==> config.mk <==
export PLATFORM = sky130hd
export DESIGN_NAME = look_elevator_stop_scheduler_unit
export DESIGN_NICKNAME = d
export VERILOG_FILES = /design/src/sv/lesp_pkg.sv /design/src/sv/look_elevator_stop_scheduler_unit.sv /design/src/sv/lesp_stop_store.sv /design/src/sv/lesp_sub_unit.sv /design/src/sv/lesp_sched_ctrl.sv
export SDC_FILE = /design/constraint.sdc
export NUM_CORES = 1
export LEC_CHECK = 0
export BUFFER_PORTS_ARGS = -buffer_cell sky130_fd_sc_hd__buf_4
export CAP_MARGIN = 20
export CORE_ASPECT_RATIO = 1.2
export CORE_MARGIN = 2
export CORE_UTILIZATION = 40
export DETAILED_ROUTE_END_ITERATION = 8
export HOLD_SLACK_MARGIN = 0.02
export PLACE_DENSITY_LB_ADDON = 0.3
export SLEW_MARGIN = 15
export SYNTH_ARGS = -nofsm -noshare
export SYNTH_HDL_FRONTEND = slang
export SYNTH_HIERARCHICAL = 1
export SYNTH_SLANG_ARGS = --single-unit
==> constraint.sdc <==
create_clock -name i_clk -period 8.5 [get_ports i_clk]
set_input_delay 0.85 -clock i_clk [delete_from_list [all_inputs] [get_ports i_clk]]
set_output_delay 0.85 -clock i_clk [all_outputs]
set_load 0.02 [all_outputs]
==> src/sv/lesp_pkg.sv <==
// lesp_pkg: shared types and constants for the look elevator stop scheduler
// used by lesp_stop_store, lesp_sub_unit, lesp_sched_ctrl and the top level
`default_nettype none

package lesp_pkg;

    localparam int FLOOR_W     = 6;
    localparam int TOTAL_W     = 7;
    localparam int FLOOR_COUNT = 64;
    localparam int STORE_DEPTH = 16;

    localparam logic [TOTAL_W-1:0] TOTAL_MAX = '1;

    localparam logic FUNC_ADD  = 1'b0;
    localparam logic FUNC_EXEC = 1'b1;

    typedef struct packed {
        logic wr;
        logic serve;
        logic clr;
    } t_store_cmd;

    typedef enum logic [3:0] {
        S_IDLE  = 4'b0001,
        S_SCAN  = 4'b0010,
        S_PICK  = 4'b0100,
        S_EMPTY = 4'b1000
    } t_state;

endpackage

`default_nettype wire

==> src/sv/look_elevator_stop_scheduler_unit.sv <==
// look_elevator_stop_scheduler_unit: single-car LOOK stop scheduler, top level
// depends on lesp_pkg, lesp_stop_store, lesp_sub_unit and lesp_sched_ctrl
//
//   channel  handshake           payload
//   in       i_valid / o_ready   i_func, i_floor
//   out      o_valid / i_ready   o_stop_floor, o_seek_total, o_last, o_no_stops, o_dropped
//
// an add word is taken while idle and leaves the unit idle; an empty execute goes through the empty state only
// an execute with stops serves each one by a full scan of a store through the shared
// subtractor and then a pick state, plus one more full scan to turn around when both
// stores hold stops
// o_ready is high only while idle; a full output register holds the pick or empty state
// reset is synchronous, active low; stores need no clearing pass
`default_nettype none

module look_elevator_stop_scheduler_unit #(
    parameter int STORE_DEPTH = lesp_pkg::STORE_DEPTH
) (
    input  wire                          i_clk,
    input  wire                          i_rst_n,
    input  wire                          i_valid,
    output logic                         o_ready,
    input  wire                          i_func,
    input  wire  [lesp_pkg::FLOOR_W-1:0] i_floor,
    output logic                         o_valid,
    input  wire                          i_ready,
    output logic [lesp_pkg::FLOOR_W-1:0] o_stop_floor,
    output logic [lesp_pkg::TOTAL_W-1:0] o_seek_total,
    output logic                         o_last,
    output logic                         o_no_stops,
    output logic                         o_dropped
);

    localparam int IDX_W = (STORE_DEPTH > 1) ? $clog2(STORE_DEPTH) : 1;
    localparam int CNT_W = $clog2(STORE_DEPTH + 1);

    lesp_pkg::t_store_cmd         w_up_cmd, w_dn_cmd;
    logic [IDX_W-1:0]             w_serve_idx, w_rd_idx;
    logic [lesp_pkg::FLOOR_W-1:0] w_up_data, w_dn_data;
    logic                         w_up_pend, w_dn_pend;
    logic [CNT_W-1:0]             w_up_count, w_dn_count;
    logic                         w_up_full, w_dn_full;

    lesp_stop_store #(
        .DEPTH (STORE_DEPTH),
        .IDX_W (IDX_W),
        .CNT_W (CNT_W)
    ) u_up_store (
        .i_clk       (i_clk),
        .i_rst_n     (i_rst_n),
        .i_cmd       (w_up_cmd),
        .i_wr_data   (i_floor),
        .i_serve_idx (w_serve_idx),
        .i_rd_idx    (w_rd_idx),
        .o_rd_data   (w_up_data),
        .o_rd_pend   (w_up_pend),
        .o_count     (w_up_count),
        .o_full      (w_up_full)
    );

    lesp_stop_store #(
        .DEPTH (STORE_DEPTH),
        .IDX_W (IDX_W),
        .CNT_W (CNT_W)
    ) u_dn_store (
        .i_clk       (i_clk),
        .i_rst_n     (i_rst_n),
        .i_cmd       (w_dn_cmd),
        .i_wr_data   (i_floor),
        .i_serve_idx (w_serve_idx),
        .i_rd_idx    (w_rd_idx),
        .o_rd_data   (w_dn_data),
        .o_rd_pend   (w_dn_pend),
        .o_count     (w_dn_count),
        .o_full      (w_dn_full)
    );

    lesp_sched_ctrl #(
        .DEPTH (STORE_DEPTH),
        .IDX_W (IDX_W),
        .CNT_W (CNT_W)
    ) u_ctrl (
        .i_clk        (i_clk),
        .i_rst_n      (i_rst_n),
        .i_valid      (i_valid),
        .o_ready      (o_ready),
        .i_func       (i_func),
        .i_floor      (i_floor),
        .o_valid      (o_valid),
        .i_ready      (i_ready),
        .o_stop_floor (o_stop_floor),
        .o_seek_total (o_seek_total),
        .o_last       (o_last),
        .o_no_stops   (o_no_stops),
        .o_dropped    (o_dropped),
        .o_up_cmd     (w_up_cmd),
        .o_dn_cmd     (w_dn_cmd),
        .o_serve_idx  (w_serve_idx),
        .o_rd_idx     (w_rd_idx),
        .i_up_data    (w_up_data),
        .i_up_pend    (w_up_pend),
        .i_up_count   (w_up_count),
        .i_up_full    (w_up_full),
        .i_dn_data    (w_dn_data),
        .i_dn_pend    (w_dn_pend),
        .i_dn_count   (w_dn_count),
        .i_dn_full    (w_dn_full)
    );

endmodule

`default_nettype wire

==> src/sv/lesp_stop_store.sv <==
// lesp_stop_store: one request store (up or down) with fill count and pending bits
// depends on lesp_pkg for t_store_cmd and the floor width
// read data is registered, so i_rd_idx carries the next scan address
`default_nettype none

module lesp_stop_store #(
    parameter int DEPTH = lesp_pkg::STORE_DEPTH,
    parameter int IDX_W = (DEPTH > 1) ? $clog2(DEPTH) : 1,
    parameter int CNT_W = $clog2(DEPTH + 1)
) (
    input  wire                          i_clk,
    input  wire                          i_rst_n,
    input  lesp_pkg::t_store_cmd         i_cmd,
    input  wire  [lesp_pkg::FLOOR_W-1:0] i_wr_data,
    input  wire  [IDX_W-1:0]             i_serve_idx,
    input  wire  [IDX_W-1:0]             i_rd_idx,
    output logic [lesp_pkg::FLOOR_W-1:0] o_rd_data,
    output logic                         o_rd_pend,
    output logic [CNT_W-1:0]             o_count,
    output logic                         o_full
);

    logic [lesp_pkg::FLOOR_W-1:0] r_mem [DEPTH];
    logic [lesp_pkg::FLOOR_W-1:0] r_rd_data;
    logic [IDX_W-1:0]             r_rd_idx;
    logic [DEPTH-1:0]             r_pend;
    logic [CNT_W-1:0]             r_count;
    logic                         w_wr;

    assign o_full    = (r_count == CNT_W'(DEPTH));
    assign w_wr      = i_cmd.wr && !o_full;
    assign o_count   = r_count;
    assign o_rd_data = r_rd_data;
    assign o_rd_pend = r_pend[r_rd_idx];

    always_ff @(posedge i_clk) begin
        if (w_wr && !i_cmd.clr) begin
            r_mem[r_count[IDX_W-1:0]] <= i_wr_data;
        end
        r_rd_data <= r_mem[i_rd_idx];
        r_rd_idx  <= i_rd_idx;
    end

    always_ff @(posedge i_clk) begin
        if (!i_rst_n) begin
            r_count <= '0;
            r_pend  <= '0;
        end else if (i_cmd.clr) begin
            r_count <= '0;
            r_pend  <= '0;
        end else begin
            if (w_wr) begin
                r_count                    <= r_count + CNT_W'(1);
                r_pend[r_count[IDX_W-1:0]] <= 1'b1;
            end
            if (i_cmd.serve) begin
                r_pend[i_serve_idx] <= 1'b0;
            end
        end
    end

endmodule

`default_nettype wire

==> src/sv/lesp_sub_unit.sv <==
// lesp_sub_unit: shared floor subtractor, gives a < b and |a - b|
// depends on lesp_pkg for the floor width
`default_nettype none

module lesp_sub_unit (
    input  wire  [lesp_pkg::FLOOR_W-1:0] i_a,
    input  wire  [lesp_pkg::FLOOR_W-1:0] i_b,
    output logic                         o_lt,
    output logic [lesp_pkg::FLOOR_W-1:0] o_abs
);

    logic [lesp_pkg::FLOOR_W:0] w_diff;

    assign w_diff = {1'b0, i_a} - {1'b0, i_b};
    assign o_lt   = w_diff[lesp_pkg::FLOOR_W];
    assign o_abs  = o_lt ? (i_b - i_a) : w_diff[lesp_pkg::FLOOR_W-1:0];

endmodule

`default_nettype wire

==> src/sv/lesp_sched_ctrl.sv <==
// lesp_sched_ctrl: sequencer that files requests and serves stops by repeated scans
// depends on lesp_pkg and lesp_sub_unit; drives the two lesp_stop_store instances
`default_nettype none

module lesp_sched_ctrl #(
    parameter int DEPTH = lesp_pkg::STORE_DEPTH,
    parameter int IDX_W = (DEPTH > 1) ? $clog2(DEPTH) : 1,
    parameter int CNT_W = $clog2(DEPTH + 1)
) (
    input  wire                          i_clk,
    input  wire                          i_rst_n,
    input  wire                          i_valid,
    output logic                         o_ready,
    input  wire                          i_func,
    input  wire  [lesp_pkg::FLOOR_W-1:0] i_floor,
    output logic                         o_valid,
    input  wire                          i_ready,
    output logic [lesp_pkg::FLOOR_W-1:0] o_stop_floor,
    output logic [lesp_pkg::TOTAL_W-1:0] o_seek_total,
    output logic                         o_last,
    output logic                         o_no_stops,
    output logic                         o_dropped,
    output lesp_pkg::t_store_cmd         o_up_cmd,
    output lesp_pkg::t_store_cmd         o_dn_cmd,
    output logic [IDX_W-1:0]             o_serve_idx,
    output logic [IDX_W-1:0]             o_rd_idx,
    input  wire  [lesp_pkg::FLOOR_W-1:0] i_up_data,
    input  wire                          i_up_pend,
    input  wire  [CNT_W-1:0]             i_up_count,
    input  wire                          i_up_full,
    input  wire  [lesp_pkg::FLOOR_W-1:0] i_dn_data,
    input  wire                          i_dn_pend,
    input  wire  [CNT_W-1:0]             i_dn_count,
    input  wire                          i_dn_full
);

    localparam int LEFT_W = $clog2(2 * DEPTH + 1);
    localparam int FW     = lesp_pkg::FLOOR_W;
    localparam int TW     = lesp_pkg::TOTAL_W;

    lesp_pkg::t_state r_state, n_state;

    logic              r_dir_up, n_dir_up;
    logic [IDX_W-1:0]  r_idx, n_idx;
    logic              r_found, n_found;
    logic [FW-1:0]     r_best, n_best;
    logic [IDX_W-1:0]  r_best_idx, n_best_idx;
    logic [FW-1:0]     r_car, n_car;
    logic [TW-1:0]     r_total, n_total;
    logic [LEFT_W-1:0] r_left, n_left;
    logic              r_drop, n_drop;
    logic              r_ovf, n_ovf;

    logic              r_o_valid, n_o_valid;
    logic [FW-1:0]     r_o_stop, n_o_stop;
    logic [TW-1:0]     r_o_total, n_o_total;
    logic              r_o_last, n_o_last;
    logic              r_o_none, n_o_none;
    logic              r_o_drop, n_o_drop;

    logic              w_accept;
    logic              w_slot_free;
    logic [FW-1:0]     w_cand;
    logic              w_pend;
    logic [FW-1:0]     w_alu_a, w_alu_b;
    logic              w_alu_lt;
    logic [FW-1:0]     w_alu_abs;
    logic [TW:0]       w_sum;
    logic [TW-1:0]     w_sat;
    logic              w_in_range;
    logic              w_go_up;

    lesp_sub_unit u_sub (
        .i_a   (w_alu_a),
        .i_b   (w_alu_b),
        .o_lt  (w_alu_lt),
        .o_abs (w_alu_abs)
    );

    assign o_ready      = (r_state == lesp_pkg::S_IDLE);
    assign w_accept     = i_valid && o_ready;
    assign w_slot_free  = !r_o_valid || i_ready;
    assign w_cand       = r_dir_up ? i_up_data : i_dn_data;
    assign w_pend       = r_dir_up ? i_up_pend : i_dn_pend;
    assign w_in_range   = ({1'b0, 8'(i_floor)} < 9'(lesp_pkg::FLOOR_COUNT));
    assign w_go_up      = (i_floor > r_car);
    assign w_sum        = {1'b0, r_total} + (TW + 1)'(w_alu_abs);
    assign w_sat        = (w_sum > (TW + 1)'(lesp_pkg::TOTAL_MAX)) ?
                          lesp_pkg::TOTAL_MAX : w_sum[TW-1:0];
    assign o_rd_idx     = n_idx;
    assign o_serve_idx  = r_best_idx;

    assign o_valid      = r_o_valid;
    assign o_stop_floor = r_o_stop;
    assign o_seek_total = r_o_total;
    assign o_last       = r_o_last;
    assign o_no_stops   = r_o_none;
    assign o_dropped    = r_o_drop;

    // one subtractor: candidate compare while scanning, travel distance when picking
    always_comb begin
        if (r_state == lesp_pkg::S_PICK) begin
            w_alu_a = r_best;
            w_alu_b = r_car;
        end else if (r_dir_up) begin
            w_alu_a = w_cand;
            w_alu_b = r_best;
        end else begin
            w_alu_a = r_best;
            w_alu_b = w_cand;
        end
    end

    always_comb begin
        n_state    = r_state;
        n_dir_up   = r_dir_up;
        n_idx      = r_idx;
        n_found    = r_found;
        n_best     = r_best;
        n_best_idx = r_best_idx;
        n_car      = r_car;
        n_total    = r_total;
        n_left     = r_left;
        n_drop     = r_drop;
        n_ovf      = r_ovf;
        n_o_valid  = r_o_valid && !i_ready;
        n_o_stop   = r_o_stop;
        n_o_total  = r_o_total;
        n_o_last   = r_o_last;
        n_o_none   = r_o_none;
        n_o_drop   = r_o_drop;
        o_up_cmd   = '0;
        o_dn_cmd   = '0;

        case (r_state)
            lesp_pkg::S_IDLE: begin
                if (w_accept) begin
                    if (i_func == lesp_pkg::FUNC_ADD) begin
                        if (w_in_range) begin
                            if (w_go_up) begin
                                if (i_up_full) n_ovf = 1'b1;
                                else o_up_cmd.wr = 1'b1;
                            end else begin
                                if (i_dn_full) n_ovf = 1'b1;
                                else o_dn_cmd.wr = 1'b1;
                            end
                        end
                    end else begin
                        n_drop   = r_ovf;
                        n_ovf    = 1'b0;
                        n_left   = LEFT_W'(i_up_count) + LEFT_W'(i_dn_count);
                        n_total  = '0;
                        n_dir_up = (i_up_count != '0);
                        n_idx    = '0;
                        n_found  = 1'b0;
                        if ((i_up_count == '0) && (i_dn_count == '0)) begin
                            n_state = lesp_pkg::S_EMPTY;
                        end else begin
                            n_state = lesp_pkg::S_SCAN;
                        end
                    end
                end
            end

            lesp_pkg::S_SCAN: begin
                if (w_pend && (!r_found || w_alu_lt)) begin
                    n_best     = w_cand;
                    n_best_idx = r_idx;
                    n_found    = 1'b1;
                end
                if (r_idx == IDX_W'(DEPTH - 1)) begin
                    n_state = lesp_pkg::S_PICK;
                end else begin
                    n_idx = r_idx + IDX_W'(1);
                end
            end

            lesp_pkg::S_PICK: begin
                if (!r_found) begin
                    // up side exhausted, turn around
                    n_dir_up = 1'b0;
                    n_idx    = '0;
                    n_state  = lesp_pkg::S_SCAN;
                end else if (w_slot_free) begin
                    n_o_valid = 1'b1;
                    n_o_stop  = r_best;
                    n_o_total = w_sat;
                    n_o_last  = (r_left == LEFT_W'(1));
                    n_o_none  = 1'b0;
                    n_o_drop  = r_drop;
                    n_car     = r_best;
                    n_total   = w_sat;
                    n_left    = r_left - LEFT_W'(1);
                    n_found   = 1'b0;
                    n_idx     = '0;
                    if (r_dir_up) o_up_cmd.serve = 1'b1;
                    else o_dn_cmd.serve = 1'b1;
                    if (r_left == LEFT_W'(1)) begin
                        o_up_cmd.clr = 1'b1;
                        o_dn_cmd.clr = 1'b1;
                        n_state      = lesp_pkg::S_IDLE;
                    end else begin
                        n_state = lesp_pkg::S_SCAN;
                    end
                end
            end

            lesp_pkg::S_EMPTY: begin
                if (w_slot_free) begin
                    n_o_valid = 1'b1;
                    n_o_stop  = r_car;
                    n_o_total = '0;
                    n_o_last  = 1'b1;
                    n_o_none  = 1'b1;
                    n_o_drop  = r_drop;
                    n_state   = lesp_pkg::S_IDLE;
                end
            end

            default: begin
                n_state = lesp_pkg::S_IDLE;
            end
        endcase
    end

    always_ff @(posedge i_clk) begin
        if (!i_rst_n) begin
            r_state   <= lesp_pkg::S_IDLE;
            r_car     <= '0;
            r_ovf     <= 1'b0;
            r_o_valid <= 1'b0;
            r_found   <= 1'b0;
            r_dir_up  <= 1'b1;
            r_idx     <= '0;
            r_left    <= '0;
        end else begin
            r_state   <= n_state;
            r_car     <= n_car;
            r_ovf     <= n_ovf;
            r_o_valid <= n_o_valid;
            r_found   <= n_found;
            r_dir_up  <= n_dir_up;
            r_idx     <= n_idx;
            r_left    <= n_left;
        end
    end

    always_ff @(posedge i_clk) begin
        r_best     <= n_best;
        r_best_idx <= n_best_idx;
        r_total    <= n_total;
        r_drop     <= n_drop;
        r_o_stop   <= n_o_stop;
        r_o_total  <= n_o_total;
        r_o_last   <= n_o_last;
        r_o_none   <= n_o_none;
        r_o_drop   <= n_o_drop;
    end

endmodule

`default_nettype wire
==> reports/results.txt, run 1 <==
GP Congestion -> 0.817
Fin util -> 0.456
Die height -> 210 um
Register area share after synthesis -> 0.600
Clock period minus final worst setup slack -> 5010 ps
Vias -> 8689
Unrepaired setup endpoints after global routing -> no
Leading area contributor after synthesis -> edfxtp_1
Total CTS buffers -> 35
Power, Total -> 3.38 mW
Clk Tree Root Cell -> clkbuf_16
Startpoint types -> flop
Port Buffers -> 28
Fmax -> 0.200 GHz
Synth warnings -> 6
Gr busiest metal -> met2
Synthesized flop and latch total -> 312
Final Hold Fails -> 0
Share of the synthesized area in the top cell type -> 0.479
CTS tree -> done
Power Density -> 212 nW/um^2
Share of cells above drive strength 1 -> 0.155
Mapped Cells -> 1025
HP Class -> reg2reg
Syn nets -> 1081
Final wirelength -> 31600 um
Status -> completed
Post-CTS Setup Repair Bufs -> 0
First DRT Iteration DRCs -> 500
CTS clk-pin slew, worst paths -> 60 ps
Vias/cell -> 5.62
Critical path capture point type -> flop
# rows -> 75
Max cap viols -> 0
FF-to-FF path depth -> 17
Max Root-Sink Buffers -> 3
Peak supply drop -> 0.000103 V
Met3 usage -> 0.0249
Initial antenna violation count -> 0
Latest clock arrival within the worst-skew pair -> 520 ps
GR met2 Demand/Resource -> 0.300
Area grow syn2layout -> 12.3%
Post-synth top cells -> edfxtp_1 (226), dfxtp_1 (86), nor2_1 (80), nand2_1 (60), inv_1 (51)
Final ANT Viol Nets -> 0
FFs w/ async S/R, synth -> 0
Slew Limit Headroom -> 0.230
Antenna diodes -> 0
Top post-synthesis cells by area -> edfxtp_1 (48%), dfxtp_1 (12%), mux4_2 (5.1%)
Synth cell types -> 73
DIE AREA -> 37000 um^2
Crit-path max FO -> 16
GRT Residual Overflow -> 0
Syn avg cell area -> 13.8 um^2
WHS Path Cells -> 0
Met1 usage -> 0.225
Hold Startpoint -> u_ctrl/r_drop$_DFFE_PP_
Remaining DRCs -> 0
R2R setup slack -> 3490 ps
Largest net degree at the start of global routing -> 51
First-pass GRT wire length -> 49800 um
CP required -> 8760 ps
Pre-CTS setup slack -> 3480 ps
Top FF cell, synth -> edfxtp_1
Worst setup margin -> 3490 ps
Leakage power total -> 5.33 nW
Critical Path AT -> 5270 ps
CTS Sinks -> 312
Core ar. -> 34900 um^2
# H-tree levels -> 2
Vias in the first global route -> 8806
Total track usage -> 0.172
Die X-Extent -> 176 um
Drt wl/cell -> 20.4 um
Period Utilization, post-route -> 0.589
Setup TNS -> 0 ps
Worst reg2reg endpoint -> u_ctrl/r_total[5]$_SDFFCE_PP0P_
Hold EP -> u_ctrl/o_dropped$_DFFE_PP_
Final Net Count -> 1115
CTS resizes -> 0
Final clock skew -> 14.8 ps
Fin. max-slew vios -> 0
Initial Utilization -> 0.406
Post-synth EDFFs -> 226
Hold buffers post-CTS -> 0
DP HPWL -> 21000 um
Final setup viols -> 0
Crit path kind -> reg2reg
Slew @ Worst Pin -> 1150 ps
Top Ports -> 29
Synthesized area -> 14200 um^2
Most common cell in the netlist -> edfxtp_1
Worst reg2reg path startpoint -> u_ctrl/r_state[2]$_SDFFE_PN0P_
DR pass1 iterations -> 4
[layout by cell type, fill, tap and decap left out, drive strengths merged, types with 5 or more instances in the layout]
master and instances:
nand2 60, nor2b 8, o21ai 23, mux4 56, a311oi 5, nand2b 14
mux2 19, ha 41, a21o 8, and3 5, nand3 23, nor4b 5
mux2i 18, dfxtp 86, inv 54, xnor2 11, a31oi 5, nand3b 5
a221oi 6, and2 7, a21oi 42, a211oi 11, a22oi 24, a41oi 28
buf 43, or3 8, o211ai 5, clkbuf 45, nor3 39, nor2 81
nand4 10, edfxtp 226, clkinv 16
[layer usage]
layer / part of all wire / vias up
li1: - / 4050
met5: 0 / -
met2: 0.51 / 220
met1: 0.43 / 4369
met4: 0.019 / 0
met3: 0.042 / 50
[flip-flops by register name (all words and copies together), names as in the netlist, 5 cells and up]
register,cells
u_dn_store/o_count,5
u_dn_store/r_mem,96
u_ctrl/o_stop_floor,6
u_ctrl/r_left,6
u_up_store/o_count,5
u_up_store/r_mem,96
u_ctrl/r_total,7
u_up_store/o_rd_data,6
u_ctrl/o_seek_total,7
u_dn_store/r_pend,16
u_up_store/r_pend,16
u_ctrl/r_best,6
u_dn_store/o_rd_data,6
u_ctrl/r_car,6
[per-stage QoR]
step	instance area [um^2]	hold WS (ps)	instances
2_1_floorplan	14200	400	1025
3_3_place_gp	14800	423	1481
3_5_place_dp	14800	416	1481
4_1_cts	15900	427	1542
5_1_grt	15900	447	1545
6_report	15900	424	1545
[how the worst max path moves through the flow]
stage / end / from / slack [ps] / cells after the start
after floorplan: u_ctrl/r_total[5]$_SDFFCE_PP0P_ / u_ctrl/r_state[3]$_SDFFE_PN0P_ / 4020 / 19
after global placement: u_ctrl/r_total[5]$_SDFFCE_PP0P_ / u_ctrl/r_state[2]$_SDFFE_PN0P_ / 3600 / 17
after detailed placement: u_ctrl/r_total[5]$_SDFFCE_PP0P_ / u_ctrl/r_state[2]$_SDFFE_PN0P_ / 3480 / 17
after CTS: u_ctrl/r_total[5]$_SDFFCE_PP0P_ / u_ctrl/r_state[2]$_SDFFE_PN0P_ / 3460 / 17
after global routing: u_ctrl/r_total[5]$_SDFFCE_PP0P_ / u_ctrl/r_state[2]$_SDFFE_PN0P_ / 3170 / 17
final: u_ctrl/r_total[5]$_SDFFCE_PP0P_ / u_ctrl/r_state[2]$_SDFFE_PN0P_ / 3490 / 17
[area by class of cell]
cell class	count	area (um^2)
clock buffers	43	930
clock inverters	18	151
fillers	3120	19000
inverters	54	208
multi-input cells	611	5210
flip-flops and latches	312	8510
well taps	462	578
repair buffers	45	330
[where the power goes]
part / internal [mW] / switching (mW)
logic: 0.118 / 0.169
registers: 1.65 / 0.0184
clock network: 0.838 / 0.584
[cells by family (layout without fill, tap and decap cells)]
group,after synthesis,in the layout,synth area share
buffers and inverters,102,160,0.0344
xor gates and xnor gates,15,15,0.00927
AOI/OAI and AO/OA,177,177,0.0888
adders and majority gates,45,45,0.0418
and+or+nand+nor,281,281,0.102
DFF,312,312,0.600
muxes,93,93,0.123
[worst max-delay path, stage by stage, from the launching register on]
cell      delay [ps]
dfxtp_1          520
or4b_4           660
nand2_1          280
mux2_2           230
inv_1             40
ha_1             210
fa_1             390
and2b_2          250
o21ai_4           70
and4_2           250
o21a_1           170
a221oi_1         290
ha_1             370
and3_1           230
a211o_1          330
or3_1            300
o21ai_0          110
nor2_1            60
No activity file was read; power rests on OpenSTA's default activity.
==> run 2: changes to the inputs <==
- clock period: 8.5 -> 4.2 ns (I/O delays scaled with it)
==> reports/results.txt, run 2 (same netlist as run 1, synthesis figures left out) <==
Leakage power total -> 5.65 nW (was 5.33 nW)
Worst setup margin -> -3.33 ps (was 3490 ps)
Failing checks -> setup timing
CTS clk-pin slew, worst paths -> 60 ps (about the same)
Fin. max-slew vios -> 0 (unchanged)
CP max stage cell -> or4b_4 (unchanged)
Drt wl/cell -> 20.3 um (was 20.4 um)
Crit-path max FO -> 4 (was 16)
Peak supply drop -> 0.000378 V (was 0.000103 V)
Share of cells above drive strength 1 -> 0.219 (was 0.155)
Power Density -> 427 nW/um^2 (was 212 nW/um^2)
Core ar. -> 34900 um^2 (unchanged)
Total CTS buffers -> 34 (was 35)
Slew @ Worst Pin -> 945 ps (was 1150 ps)
Startpoint types -> flop (unchanged)
Fmax -> 0.238 GHz (was 0.200 GHz)
Final setup viols -> 1 (was 0)
Area grow syn2layout -> 16.5% (was 12.3%)
Max Root-Sink Buffers -> 3 (unchanged)
Final Hold Fails -> 0 (unchanged)
Remaining DRCs -> 0 (unchanged)
R2R setup slack -> -3 ps (was 3490 ps)
Critical path capture point type -> flop (unchanged)
Slowest Stage Delay on Critical Path -> 550 ps (was 660 ps)
Worst reg2reg endpoint -> u_ctrl/o_seek_total[5]$_SDFFCE_PP0P_ (was u_ctrl/r_total[5]$_SDFFCE_PP0P_)
Slew Limit Headroom -> 0.369 (was 0.230)
Commonest non-fill, non-tap cell in the layout -> edfxtp_1 (unchanged)
FF-to-FF path depth -> 17 (unchanged)
Die height -> 210 um (unchanged)
CTS tree -> done (unchanged)
Total track usage -> 0.176 (was 0.172)
Placed Cells -> 1538 (was 1481)
Final ANT Viol Nets -> 0 (unchanged)
Crit path launch -> u_ctrl/r_state[3]$_SDFFE_PN0P_ (was u_ctrl/r_state[2]$_SDFFE_PN0P_)
Initial antenna violation count -> 1 (was 0)
DR pass1 iterations -> 5 (was 4)
Final wirelength -> 32500 um (was 31600 um)
Max cap viols -> 0 (unchanged)
Top Ports -> 29 (unchanged)
First-pass GRT wire length -> 50400 um (was 49800 um)
First DRT Iteration DRCs -> 603 (was 500)
Port Buffers -> 28 (unchanged)
Die X-Extent -> 176 um (unchanged)
Final Hold Slack -> 180 ps (was 424 ps)
Clk Tree Root Cell -> clkbuf_16 (unchanged)
Crit-path leading delay family -> simple AND/OR/NAND/NOR gates (unchanged)
# H-tree levels -> 2 (unchanged)
Non-filler cells, final -> 1603 (was 1545)
Status -> complete, but fails checks (was completed)
Buf/Inv on CP -> 1 (unchanged)
Vias/cell -> 5.53 (was 5.62)
Worst path depth -> 17 (unchanged)
Clock period minus final worst setup slack -> 4200 ps (was 5010 ps)
GP Congestion -> 0.816 (was 0.817)
Antenna diodes -> 0 (unchanged)
Crit path kind -> reg2reg (unchanged)
Most frequent cells in the layout -> edfxtp_1 (226), buf_4 (100), dfxtp_1 (85) (was edfxtp_1 (226), dfxtp_1 (86), nor2_1 (80))
Worst reg2reg path startpoint -> u_ctrl/r_state[3]$_SDFFE_PN0P_ (was u_ctrl/r_state[2]$_SDFFE_PN0P_)
Unrepaired setup endpoints after global routing -> yes (was no)
Critical Path AT -> 4430 ps (was 5270 ps)
Vias -> 8864 (was 8689)
CP required -> 4420 ps (was 8760 ps)
DP HPWL -> 22000 um (was 21000 um)
HP Class -> in2reg (was reg2reg)
Vias in the first global route -> 8910 (was 8806)
Period Utilization, post-route -> 1.00 (was 0.589)
Largest net degree at the start of global routing -> 51 (unchanged)
Final clock skew -> 29.2 ps (was 14.8 ps)
GRT Residual Overflow -> 0 (unchanged)
DIE AREA -> 37000 um^2 (unchanged)
Latest clock arrival within the worst-skew pair -> 520 ps (about the same)
Initial Utilization -> 0.406 (unchanged)
Critical Path End -> u_ctrl/o_seek_total[5]$_SDFFCE_PP0P_ (was u_ctrl/r_total[5]$_SDFFCE_PP0P_)
Critical path, cell by cell -> or4b_4 -> nand2_4 -> mux2_4 -> inv_2 -> ha_4 -> fa_2 -> and2b_2 -> o21ai_4 -> o211ai_4 -> mux2i_1 -> xor2_1 -> ha_1 -> and3_4 -> a211o_1 -> or3_1 -> o21ai_2 -> nor2_1 (was or4b_4 -> nand2_1 -> mux2_2 -> inv_1 -> ha_1 -> fa_1 -> and2b_2 -> o21ai_4 -> and4_2 -> o21a_1 -> a221oi_1 -> ha_1 -> and3_1 -> a211o_1 -> or3_1 -> o21ai_0 -> nor2_1)
CTS Sinks -> 312 (unchanged)
# rows -> 75 (unchanged)
Final Net Count -> 1171 (was 1115)
==> run 2: cell types whose count changed in the layout (fill, tap and decap cells not counted), sizes merged <==
cell,previous run,this run
buf,43,102
bufinv,2,3
clkinvlp,0,5
clkinv,16,11
clkbuf,45,43
==> run 2: final cells by class <==
| cell class | instances | area (um^2) |
|---|---|---|
| inverters | 54 | 208 |
| fillers | 3082 | 18400 |
| clock buffers | 43 | 946 |
| clock inverters | 19 | 208 |
| repair buffers | 102 | 791 |
| multi-input cells | 611 | 5280 |
| flip-flops and latches | 312 | 8510 |
| well taps | 462 | 578 |
==> run 2: metal layers <==
layer  wire, um  global-route usage  vias up
met1      13900               0.228     4426
met2      16600               0.310      205
li1           -                   -     4171
met5          0                   0        -
met3       1230              0.0227       62
met4        727              0.0522        0
==> run 2: worst min path at each step <==
stage	from	end	depth (start not counted)
4_1_cts	i_floor[4]	u_up_store/r_mem[14][4]$_DFFE_PP_	1
3_5_place_dp	u_ctrl/r_drop$_DFFE_PP_	u_ctrl/o_dropped$_DFFE_PP_	0
2_1_floorplan	u_ctrl/r_drop$_DFFE_PP_	u_ctrl/o_dropped$_DFFE_PP_	0
5_1_grt	i_floor[4]	u_up_store/r_mem[14][4]$_DFFE_PP_	1
6_report	i_floor[4]	u_up_store/r_mem[14][4]$_DFFE_PP_	1
3_3_place_gp	u_ctrl/r_drop$_DFFE_PP_	u_ctrl/o_dropped$_DFFE_PP_	0
==> run 2: timing repair <==
item | in CTS | in global routing
cloned | 0 | 0
pin swaps | 0 | 5
hold buffers | 0 | 0
setup endpoints to repair | 1 | 14
setup buffers | 0 | 3
gates resized for setup | 3 | 9
==> run 2: metrics by stage <==
stage | setup TNS, ps | power [mW] | util | instance area, um^2 | worst slack (ps)
floorplan | -70.4 | 3.88 | - | 14200 | -35.6
detailed placement | -12.8 | 4.08 | 0.439 | 15300 | -12.8
global route | -1280 | 7.31 | 0.473 | 16500 | -163
global placement | 0 | 4.07 | 0.439 | 15300 | 44.3
finish | -3.33 | 7.06 | 0.473 | 16500 | -3.33
CTS | -0.863 | 7.11 | 0.472 | 16500 | -0.863
==> run 2: power by group <==
| part | switching, mW | total [mW] | internal (mW) | leakage (nW) |
|---|---|---|---|---|
| Combinational | 0.382 | 0.666 | 0.284 | 2.36 |
| Sequential | 0.0253 | 3.37 | 3.35 | 2.74 |
| Clock | 1.22 | 3.02 | 1.80 | 0.553 |
